$ cat config.mk
export PLATFORM = sky130hd
export DESIGN_NAME = fmri_anatomical_overlay_mapper
export DESIGN_NICKNAME = d
export VERILOG_FILES = /design/src/rtl/core/fmao_pkg.sv /design/src/rtl/core/fmao_cfg_regs.sv /design/src/rtl/core/fmao_front.sv /design/src/rtl/core/fmao_back.sv /design/src/rtl/core/fmri_anatomical_overlay_mapper.sv
export SDC_FILE = /design/constraint.sdc
export NUM_CORES = 2
export LEC_CHECK = 0
export ABC_AREA = 0
export BUFFER_PORTS_ARGS = -buffer_cell sky130_fd_sc_hd__buf_2
export CAP_MARGIN = 5
export CORE_MARGIN = 4
export CORE_UTILIZATION = 56
export CTS_CLUSTER_DIAMETER = 50
export DETAILED_ROUTE_END_ITERATION = 6
export PLACE_DENSITY = 0.78
export SYNTH_ARGS = -nofsm -noshare
export SYNTH_HDL_FRONTEND = slang
export SYNTH_SLANG_ARGS = --single-unit
$ cat constraint.sdc
create_clock -name clk -period 26.5 [get_ports clk]
set_clock_uncertainty 0.15 [all_clocks]
set_input_delay 1.325 -clock clk [delete_from_list [all_inputs] [get_ports clk]]
set_output_delay 1.325 -clock clk [all_outputs]
set_load 0.05 [all_outputs]
$ cat src/rtl/core/fmao_pkg.sv
package fmao_pkg;

  localparam int unsigned COUNT_WIDTH_DEF = 24;
  localparam int unsigned MAX_COLUMNS_DEF = 4096;

  localparam int unsigned COL_W   = 12;
  localparam int unsigned CNT_OUT_W = 24;
  localparam int unsigned CFG_W   = 24;
  localparam int unsigned CFG_IDX_W = 3;
  localparam int unsigned PROD_W  = 40;

  typedef enum logic [CFG_IDX_W-1:0] {
    CFG_OUTPUT_MODE         = 3'd0,
    CFG_THRESHOLD_MODE      = 3'd1,
    CFG_INTENSITY_THRESHOLD = 3'd2,
    CFG_ANAT_LOW            = 3'd3,
    CFG_ANAT_GAIN           = 3'd4,
    CFG_FMRI_THRESHOLD      = 3'd5,
    CFG_FMRI_GAIN           = 3'd6,
    CFG_MIDPOINT_COLUMN     = 3'd7
  } cfg_idx_t;

  typedef enum logic [1:0] {
    OMODE_GRAY56  = 2'd0,
    OMODE_GRAY192 = 2'd1,
    OMODE_GRAY238 = 2'd2
  } out_mode_t;

  typedef enum logic [1:0] {
    HIT_NONE = 2'd0,
    HIT_POS  = 2'd1,
    HIT_NEG  = 2'd2
  } hit_class_t;

  localparam int unsigned TMODE_POS_BIT = 0;
  localparam int unsigned TMODE_NEG_BIT = 1;

  typedef struct packed {
    logic [1:0]         output_mode;
    logic [1:0]         threshold_mode;
    logic [7:0]         intensity_threshold;
    logic signed [15:0] anat_low;
    logic [23:0]        anat_gain;
    logic [14:0]        fmri_threshold;
    logic [23:0]        fmri_gain;
    logic [COL_W-1:0]   midpoint_column;
  } cfg_t;

  typedef struct packed {
    logic signed [15:0] anat_sample;
    logic signed [15:0] fmri_value;
    logic [COL_W-1:0]   column;
    logic               first_voxel;
  } in_req_t;

  typedef struct packed {
    logic [7:0]           pixel_index;
    hit_class_t           hit_class;
    logic [CNT_OUT_W-1:0] pos_left_count;
    logic [CNT_OUT_W-1:0] pos_right_count;
    logic [CNT_OUT_W-1:0] neg_left_count;
    logic [CNT_OUT_W-1:0] neg_right_count;
  } out_req_t;

  // products and decisions handed from the multiply stage to the map stage
  typedef struct packed {
    logic [PROD_W-1:0] gray_prod;
    logic              diff_pos;
    logic [PROD_W-1:0] fmri_prod;
    logic              pos_hit;
    logic              neg_hit;
    logic              left;
    logic              first_voxel;
  } mid_req_t;

  typedef struct packed {
    logic [7:0] gray_top;
    logic [7:0] c_low;
    logic [7:0] c_mid;
    logic [7:0] c_top;
  } palette_t;

  function automatic palette_t palette_of(input logic [1:0] mode);
    palette_t p;
    unique case (mode)
      OMODE_GRAY192: p = '{gray_top: 8'd191, c_low: 8'd192, c_mid: 8'd224, c_top: 8'd255};
      OMODE_GRAY238: p = '{gray_top: 8'd237, c_low: 8'd238, c_mid: 8'd247, c_top: 8'd255};
      default:       p = '{gray_top: 8'd55,  c_low: 8'd56,  c_mid: 8'd60,  c_top: 8'd63};
    endcase
    return p;
  endfunction

endpackage

$ cat src/rtl/core/fmao_cfg_regs.sv
module fmao_cfg_regs (
  input  logic                             clk,
  input  logic                             rst_n,
  input  logic                             cfg_we,
  input  logic [fmao_pkg::CFG_IDX_W-1:0]   cfg_index,
  input  logic [fmao_pkg::CFG_W-1:0]       cfg_data,
  output fmao_pkg::cfg_t                   cfg
);

  fmao_pkg::cfg_t cfg_r;
  fmao_pkg::cfg_t cfg_nxt;

  always_comb begin
    cfg_nxt = cfg_r;
    if (cfg_we) begin
      unique case (fmao_pkg::cfg_idx_t'(cfg_index))
        fmao_pkg::CFG_OUTPUT_MODE:         cfg_nxt.output_mode = cfg_data[1:0];
        fmao_pkg::CFG_THRESHOLD_MODE:      cfg_nxt.threshold_mode = cfg_data[1:0];
        fmao_pkg::CFG_INTENSITY_THRESHOLD: cfg_nxt.intensity_threshold = cfg_data[7:0];
        fmao_pkg::CFG_ANAT_LOW:            cfg_nxt.anat_low = $signed(cfg_data[15:0]);
        fmao_pkg::CFG_ANAT_GAIN:           cfg_nxt.anat_gain = cfg_data[23:0];
        fmao_pkg::CFG_FMRI_THRESHOLD:      cfg_nxt.fmri_threshold = cfg_data[14:0];
        fmao_pkg::CFG_FMRI_GAIN:           cfg_nxt.fmri_gain = cfg_data[23:0];
        fmao_pkg::CFG_MIDPOINT_COLUMN:     cfg_nxt.midpoint_column = cfg_data[11:0];
      endcase
    end
  end

  always_ff @(posedge clk) begin
    if (!rst_n) begin
      cfg_r.output_mode         <= fmao_pkg::OMODE_GRAY56;
      cfg_r.threshold_mode      <= 2'd1;
      cfg_r.intensity_threshold <= 8'd5;
      cfg_r.anat_low            <= 16'sd0;
      cfg_r.anat_gain           <= 24'd65536;
      cfg_r.fmri_threshold      <= 15'd0;
      cfg_r.fmri_gain           <= 24'd65536;
      cfg_r.midpoint_column     <= '0;
    end else begin
      cfg_r <= cfg_nxt;
    end
  end

  assign cfg = cfg_r;

endmodule

$ cat src/rtl/core/fmao_front.sv
module fmao_front #(
  parameter int unsigned MAX_COLUMNS = fmao_pkg::MAX_COLUMNS_DEF
) (
  input  logic                 clk,
  input  logic                 rst_n,
  input  logic                 adv,
  input  logic                 in_valid,
  input  fmao_pkg::in_req_t    in_data,
  input  fmao_pkg::cfg_t       cfg,
  output logic                 s2_valid,
  output fmao_pkg::mid_req_t   s2_data
);

  localparam logic [16:0] LAST_COL = 17'(MAX_COLUMNS - 1);

  logic                s1_valid_r;
  fmao_pkg::in_req_t   s1_r;
  logic                s2_valid_r;
  fmao_pkg::mid_req_t  s2_r;
  fmao_pkg::mid_req_t  s2_nxt;

  logic signed [16:0]  diff;
  logic                fm_pos;
  logic                fm_neg;
  logic [15:0]         mag;
  logic                mag_ok;
  logic [15:0]         excess;
  logic [16:0]         col_ext;
  logic [16:0]         col_c;

  always_comb begin
    diff    = {s1_r.anat_sample[15], s1_r.anat_sample} - {cfg.anat_low[15], cfg.anat_low};
    fm_pos  = !s1_r.fmri_value[15] && (s1_r.fmri_value != 16'sd0);
    fm_neg  = s1_r.fmri_value[15];
    mag     = fm_neg ? (~s1_r.fmri_value + 16'd1) : s1_r.fmri_value;
    mag_ok  = mag >= {1'b0, cfg.fmri_threshold};
    excess  = mag - {1'b0, cfg.fmri_threshold};
    col_ext = {5'd0, s1_r.column};
    col_c   = (col_ext > LAST_COL) ? LAST_COL : col_ext;

    s2_nxt.gray_prod   = {24'd0, diff[15:0]} * {16'd0, cfg.anat_gain};
    s2_nxt.diff_pos    = !diff[16] && (diff != 17'sd0);
    s2_nxt.fmri_prod   = {24'd0, excess} * {16'd0, cfg.fmri_gain};
    s2_nxt.pos_hit     = fm_pos && cfg.threshold_mode[fmao_pkg::TMODE_POS_BIT] && mag_ok;
    s2_nxt.neg_hit     = fm_neg && cfg.threshold_mode[fmao_pkg::TMODE_NEG_BIT] && mag_ok;
    s2_nxt.left        = col_c < {5'd0, cfg.midpoint_column};
    s2_nxt.first_voxel = s1_r.first_voxel;
  end

  always_ff @(posedge clk) begin
    if (!rst_n) begin
      s1_valid_r <= 1'b0;
      s2_valid_r <= 1'b0;
    end else if (adv) begin
      s1_valid_r <= in_valid;
      s2_valid_r <= s1_valid_r;
    end
  end

  always_ff @(posedge clk) begin
    if (adv) begin
      s1_r <= in_data;
      s2_r <= s2_nxt;
    end
  end

  assign s2_valid = s2_valid_r;
  assign s2_data  = s2_r;

endmodule

$ cat src/rtl/core/fmao_back.sv
module fmao_back #(
  parameter int unsigned COUNT_WIDTH = fmao_pkg::COUNT_WIDTH_DEF
) (
  input  logic                 clk,
  input  logic                 rst_n,
  input  logic                 adv,
  input  logic                 s2_valid,
  input  fmao_pkg::mid_req_t   s2_data,
  input  fmao_pkg::cfg_t       cfg,
  output logic                 out_valid,
  output fmao_pkg::out_req_t   out_data
);

  localparam logic [COUNT_WIDTH-1:0] CNT_MAX = '1;
  localparam logic [COUNT_WIDTH-1:0] CNT_ONE = COUNT_WIDTH'(1);

  fmao_pkg::palette_t  pal;
  logic [23:0]         g;
  logic [7:0]          gray;
  logic                overlay;
  logic [40:0]         pos_sum;
  logic [17:0]         pos_v;
  logic [7:0]          pos_pix;
  logic signed [41:0]  neg_v;
  logic signed [41:0]  neg_low;
  logic [17:0]         neg_t;
  logic [7:0]          mid_m1;
  logic [7:0]          neg_pix;
  logic                do_pos;
  logic                do_neg;
  logic                clr;

  logic [COUNT_WIDTH-1:0] pl_r, pr_r, nl_r, nr_r;
  logic [COUNT_WIDTH-1:0] pl_nxt, pr_nxt, nl_nxt, nr_nxt;
  logic                   out_valid_r;
  fmao_pkg::out_req_t     out_r;
  fmao_pkg::out_req_t     out_nxt;

  always_comb begin
    pal     = fmao_pkg::palette_of(cfg.output_mode);
    g       = s2_data.gray_prod[39:16];
    if (!s2_data.diff_pos) begin
      gray = 8'd0;
    end else if (g > {16'd0, pal.gray_top}) begin
      gray = pal.gray_top;
    end else begin
      gray = g[7:0];
    end
    overlay = gray >= cfg.intensity_threshold;

    pos_sum = {1'b0, s2_data.fmri_prod} + 41'h800000;
    pos_v   = {10'd0, pal.c_mid} + {1'b0, pos_sum[40:24]};
    pos_pix = (pos_v > {10'd0, pal.c_top}) ? pal.c_top : pos_v[7:0];

    neg_v   = $signed({10'd0, pal.c_mid, 24'h800000}) - $signed({2'b00, s2_data.fmri_prod});
    neg_low = $signed({10'd0, pal.c_low, 24'd0});
    neg_t   = neg_v[41:24];
    mid_m1  = pal.c_mid - 8'd1;
    if (neg_v < neg_low) begin
      neg_pix = pal.c_low;
    end else if (neg_t > {10'd0, mid_m1}) begin
      neg_pix = mid_m1;
    end else begin
      neg_pix = neg_t[7:0];
    end

    do_pos = overlay && s2_data.pos_hit;
    do_neg = overlay && s2_data.neg_hit && !s2_data.pos_hit;
    clr    = s2_data.first_voxel;

    pl_nxt = clr ? '0 : pl_r;
    pr_nxt = clr ? '0 : pr_r;
    nl_nxt = clr ? '0 : nl_r;
    nr_nxt = clr ? '0 : nr_r;
    if (do_pos) begin
      if (s2_data.left) begin
        if (pl_nxt != CNT_MAX) pl_nxt = pl_nxt + CNT_ONE;
      end else begin
        if (pr_nxt != CNT_MAX) pr_nxt = pr_nxt + CNT_ONE;
      end
    end else if (do_neg) begin
      if (s2_data.left) begin
        if (nl_nxt != CNT_MAX) nl_nxt = nl_nxt + CNT_ONE;
      end else begin
        if (nr_nxt != CNT_MAX) nr_nxt = nr_nxt + CNT_ONE;
      end
    end

    priority if (do_pos) begin
      out_nxt.pixel_index = pos_pix;
      out_nxt.hit_class   = fmao_pkg::HIT_POS;
    end else if (do_neg) begin
      out_nxt.pixel_index = neg_pix;
      out_nxt.hit_class   = fmao_pkg::HIT_NEG;
    end else begin
      out_nxt.pixel_index = gray;
      out_nxt.hit_class   = fmao_pkg::HIT_NONE;
    end
    out_nxt.pos_left_count  = fmao_pkg::CNT_OUT_W'(pl_nxt);
    out_nxt.pos_right_count = fmao_pkg::CNT_OUT_W'(pr_nxt);
    out_nxt.neg_left_count  = fmao_pkg::CNT_OUT_W'(nl_nxt);
    out_nxt.neg_right_count = fmao_pkg::CNT_OUT_W'(nr_nxt);
  end

  always_ff @(posedge clk) begin
    if (!rst_n) begin
      out_valid_r <= 1'b0;
      pl_r        <= '0;
      pr_r        <= '0;
      nl_r        <= '0;
      nr_r        <= '0;
    end else if (adv) begin
      out_valid_r <= s2_valid;
      if (s2_valid) begin
        pl_r <= pl_nxt;
        pr_r <= pr_nxt;
        nl_r <= nl_nxt;
        nr_r <= nr_nxt;
      end
    end
  end

  always_ff @(posedge clk) begin
    if (adv && s2_valid) begin
      out_r <= out_nxt;
    end
  end

  assign out_valid = out_valid_r;
  assign out_data  = out_r;

  // without a clear, one request moves at most one counter
  a_one_counter: assert property (@(posedge clk) disable iff (!rst_n)
    (adv && s2_valid && !s2_data.first_voxel) |=>
      ($countones({pl_r != $past(pl_r), pr_r != $past(pr_r),
                   nl_r != $past(nl_r), nr_r != $past(nr_r)}) <= 1))
    else $error("more than one hit counter moved");

  a_cnt_hold: assert property (@(posedge clk) disable iff (!rst_n)
    !(adv && s2_valid) |=>
      ($stable(pl_r) && $stable(pr_r) && $stable(nl_r) && $stable(nr_r)))
    else $error("hit counters moved without a request");

  a_out_load: assert property (@(posedge clk) disable iff (!rst_n)
    (adv && s2_valid) |=> out_valid_r)
    else $error("request lost at result register");

endmodule

$ cat src/rtl/core/fmri_anatomical_overlay_mapper.sv
// Pipeline: an accepted voxel passes the input, product and result registers in turn before result valid.
// Throughput: one voxel per cycle; the pipeline advances whenever the result register
//   is empty or its result is taken, so a stalled result holds every stage.
// Reset (rst_n low, synchronous): configuration to defaults, hit counters to zero,
//   all stage valids cleared.
module fmri_anatomical_overlay_mapper #(
  parameter int unsigned COUNT_WIDTH = fmao_pkg::COUNT_WIDTH_DEF,
  parameter int unsigned MAX_COLUMNS = fmao_pkg::MAX_COLUMNS_DEF
) (
  input  logic                             clk,
  input  logic                             rst_n,
  input  logic                             in_valid,
  output logic                             in_stall,
  input  fmao_pkg::in_req_t                in_data,
  output logic                             out_valid,
  input  logic                             out_stall,
  output fmao_pkg::out_req_t               out_data,
  input  logic                             cfg_we,
  input  logic [fmao_pkg::CFG_IDX_W-1:0]   cfg_index,
  input  logic [fmao_pkg::CFG_W-1:0]       cfg_data
);

  fmao_pkg::cfg_t      cfg;
  fmao_pkg::mid_req_t  s2_data;
  logic                s2_valid;
  logic                adv;

  assign adv      = !out_valid || !out_stall;
  assign in_stall = !adv;

  fmao_cfg_regs u_cfg (
    .clk       (clk),
    .rst_n     (rst_n),
    .cfg_we    (cfg_we),
    .cfg_index (cfg_index),
    .cfg_data  (cfg_data),
    .cfg       (cfg)
  );

  fmao_front #(
    .MAX_COLUMNS (MAX_COLUMNS)
  ) u_front (
    .clk      (clk),
    .rst_n    (rst_n),
    .adv      (adv),
    .in_valid (in_valid),
    .in_data  (in_data),
    .cfg      (cfg),
    .s2_valid (s2_valid),
    .s2_data  (s2_data)
  );

  fmao_back #(
    .COUNT_WIDTH (COUNT_WIDTH)
  ) u_back (
    .clk       (clk),
    .rst_n     (rst_n),
    .adv       (adv),
    .s2_valid  (s2_valid),
    .s2_data   (s2_data),
    .cfg       (cfg),
    .out_valid (out_valid),
    .out_data  (out_data)
  );

endmodule

==> flow_metrics.env <==
export IMPL_wl_met1_um=44900
export IMPL_nNetsFinal=6065
export IMPL_cts_root_buf="clkbuf_16"
export IMPL_clock_power_share_pct=31.0
export IMPL_worstHoldEndpoint="u_front.s2_data[0]"
export IMPL_cpPeakStageDelay_ps=970
export IMPL_num_vias=35000
export IMPL_finalSetupViolCount=0
export IMPL_period_needed_ps=10160
export IMPL_min_path_type="reg2reg"
export IMPL_yosys_warnings=0
export IMPL_worst_pin_slew_ps=1200
export IMPL_h_tree_depth=2
export IMPL_drt_pass1_iterations=6
export IMPL_first_iter_violations=2695
export IMPL_top_layer="met5"
export IMPL_synth_nets=5995
export IMPL_cts_tree="yes"
export IMPL_wl_met2_um=54100
export IMPL_post_route_cells_drive_above_1_share_pct=8.18
export IMPL_crit_buf_inv=3
export IMPL_r2r_start="u_front.s1_r[29]"
export IMPL_io_pins=185
export IMPL_initial_core_util_pct=56.9
export IMPL_grt_use_total_pct=27.1
export IMPL_ir_drop_v=0.0000604
export IMPL_gp_congestion=0.918
export IMPL_synth_edf_count=220
export IMPL_worstPathRequired_ps=26730
export IMPL_grt_pass1_wl_um=186000
export IMPL_hold_depth=0
export IMPL_post_cts_buffers=0
export IMPL_cts_buffer_depth=3
export IMPL_outcome="finished clean"
export IMPL_cp_end_kind="flip-flop"
export IMPL_ant_nets=0
export IMPL_grt_pass1_vias=35700
export IMPL_clock_latency_ps=640
export IMPL_drc=0
export IMPL_antenna_found_initial=9
export IMPL_hold_start="u_front.s1_r[0]"
export IMPL_fp_dieW_um=292
export IMPL_ys_types=107
export IMPL_rsz0062_at_grt="false"
export IMPL_port_buffers=184
export IMPL_synthToLayoutAreaGrowth_pct=8.75
export IMPL_r2r_worst_path_cells=33
export IMPL_dr_wl_met3_um=11800
export IMPL_core_area_mm2=0.0794
export IMPL_rows=103
export IMPL_path_clk_slew_ps=60
export IMPL_die_y_um=292
export IMPL_cp_top_family="compound AO/OA/AOI/OAI gates"
export IMPL_p_leak_nw=21.5
export IMPL_fin_cells=6170
export IMPL_period_share_pct=38.3
export IMPL_crit_slowest_cell="o31a_1"
export IMPL_p_per_area_mw_per_mm2=52.9
export IMPL_finalHoldViolations=0
export IMPL_cp_max_fo=25
export IMPL_syn_area_per_cell_um2=9.04
export IMPL_vias_per_cell=5.68
export IMPL_intPower_mw=1.60
export IMPL_crit_type="reg2reg"
export IMPL_grt_remaining_overflow=0
export IMPL_arrival_ps=10390
export IMPL_grt_start_max_net_pins=95
export IMPL_async_reset_ff_share_pct=0
export IMPL_r2r_end="u_front.s2_data[84]"
export IMPL_cts_hold_buf=0
export IMPL_p_sw_uw=995
export IMPL_cts_resized=0
export IMPL_seqPwrFrac_pct=31.0
export IMPL_swShare_pct=38.3
export IMPL_start_kind="flip-flop"
export IMPL_routed_wl_um=115000
export IMPL_seq_area_frac_synth_pct=23.6
export IMPL_fmaxAchievable_mhz=98.5
export IMPL_synth_ff_type="edfxtp_1"
export IMPL_avgRoutedWirePerCell_um=18.6
export IMPL_clkSinkCount=422
export IMPL_synthCells=4993
export IMPL_cap_violations=0
export IMPL_rrSetupSlack_ps=16340
export IMPL_hpwl_um=86300
export IMPL_cp_common_cell="fa_1"
export IMPL_synth_area_mm2=0.0451
export IMPL_dp_cells=6055
export IMPL_pwr_share_comb_pct=38.0
export IMPL_synth_seq_cells=422
export IMPL_fillers=6611
export IMPL_fp_dieArea_mm2=0.0852
export IMPL_slew_viol_final=0
export IMPL_fin_tns_setup_ps=0
export IMPL_numCtsBuffers=56
export IMPL_relSlewSlack_pct=20.0
-- state kept, by name, summed over array words and instances, names as in the netlist --
| name | cells |
|---|---|
| u_back.out_data | 106 |
| u_cfg.cfg | 103 |
| u_front.s2_data | 69 |
| u_front.s1_r | 32 |
| u_back.nl_r | 24 |
| u_back.nr_r | 24 |
| u_back.pl_r | 24 |
| u_back.pr_r | 24 |
| u_front.col_c | 12 |
| u_back.out_valid | 1 |
| u_front.fm_neg | 1 |
| u_front.s1_valid_r | 1 |
| u_front.s2_valid | 1 |
-- worst max-delay path by stage --
stage	from	end	depth (start not counted)	slack, ps
global route	u_front.s1_r[14]	u_front.s2_data[43]	39	15810
detailed placement	u_front.s1_r[29]	u_front.s2_data[84]	33	16470
global placement	u_front.s1_r[13]	u_front.s2_data[43]	39	16650
floorplan	u_front.fm_neg	u_front.s2_data[43]	39	17460
CTS	u_front.s1_r[29]	u_front.s2_data[84]	33	16450
finish	u_front.s1_r[29]	u_front.s2_data[84]	33	16340
-- power by group through the flow --
stage | Combinational [mW] | Clock, mW | Sequential [mW]
floorplan | 0.716 | 0 | 0.812
global placement | 0.946 | 0 | 0.816
detailed placement | 0.974 | 0 | 0.817
CTS | 0.980 | 0.820 | 0.804
global route | 1.11 | 0.848 | 0.811
finish | 0.988 | 0.806 | 0.804
-- cell families (layout without fill, tap and decap cells) --
kind of cell             count (synthesis)  in the layout  share of synthesized area, %
XOR/XNOR                               203            203                          3.94
flip-flops                             422            422                          23.6
multiplexers                            36             36                         0.837
buffers and inverters                  999           1117                          8.33
other                                    0              9                             0
AO/OA/AOI/OAI                          565            565                          8.20
adder cells (fa/ha/maj)                925            925                          35.9
AND/OR/NAND/NOR                       1843           1843                          19.2
-- layout by cell type (no fill, tap or decap), types with 52 or more instances in the layout --
master and n:
nand2_1 868, nand3_1 85, o21ai_0 98, clkbuf_16 58, buf_2 184, edfxtp_1 220, dfxtp_1 202, inv_1 775
ha_1 310, and2_1 254, xnor2_1 128, nor3_1 75, nor2b_1 56, nor2_1 260, a21oi_1 211, nand2b_1 52
fa_1 615, xor2_1 64
-- stage by stage --
step	cell area, um2	hold WS (ps)	utilization [%]	setup slack [ps]	total power, mW
CTS	49100	270	61.8	16450	2.60
floorplan	45100	250	-	17460	1.53
finish	49100	269	61.8	16340	2.60
global route	49100	273	61.8	15810	2.77
global placement	47000	254	59.3	16650	1.76
detailed placement	47000	257	59.3	16470	1.79
-- synthesized netlist by cell type (52+ instances only) --
master    instances  area share (%)
inv_1           777             6.5
edfxtp_1        220              15
nand3_1          85            0.94
dfxtp_1         202             9.0
a21oi_1         211             2.3
ha_1            310             8.6
nor2_1          260             2.2
nor3_1           76            0.84
fa_1            615              27
clkbuf_1        206             1.7
nor2b_1          56            0.78
nand2b_1         52            0.72
and2_1          254             3.5
xor2_1           64             1.2
xnor2_1         139             2.7
o21ai_0          98             1.1
nand2_1         870             7.2
-- routing by layer --
layer | global-route usage (%) | vias up
met5 | 0 | -
met1 | 34.9 | 17100
met4 | 8.97 | 2
met3 | 7.44 | 269
met2 | 44.6 | 1551
li1 | - | 16100
-- cell type report --
cell class / instances / area, um2 / area share (%)
tap: 1050 / 1310 / 2.68
clock buffer: 69 / 1550 / 3.16
timing repair buffer: 231 / 1270 / 2.59
sequential: 422 / 10700 / 21.7
inverter: 780 / 2940 / 5.98
multi-input combinational: 3572 / 30900 / 62.9
clock inverter: 37 / 484 / 0.986
antenna: 9 / 22.5 / 0.0459
No activity file was read; power rests on OpenSTA's default activity.
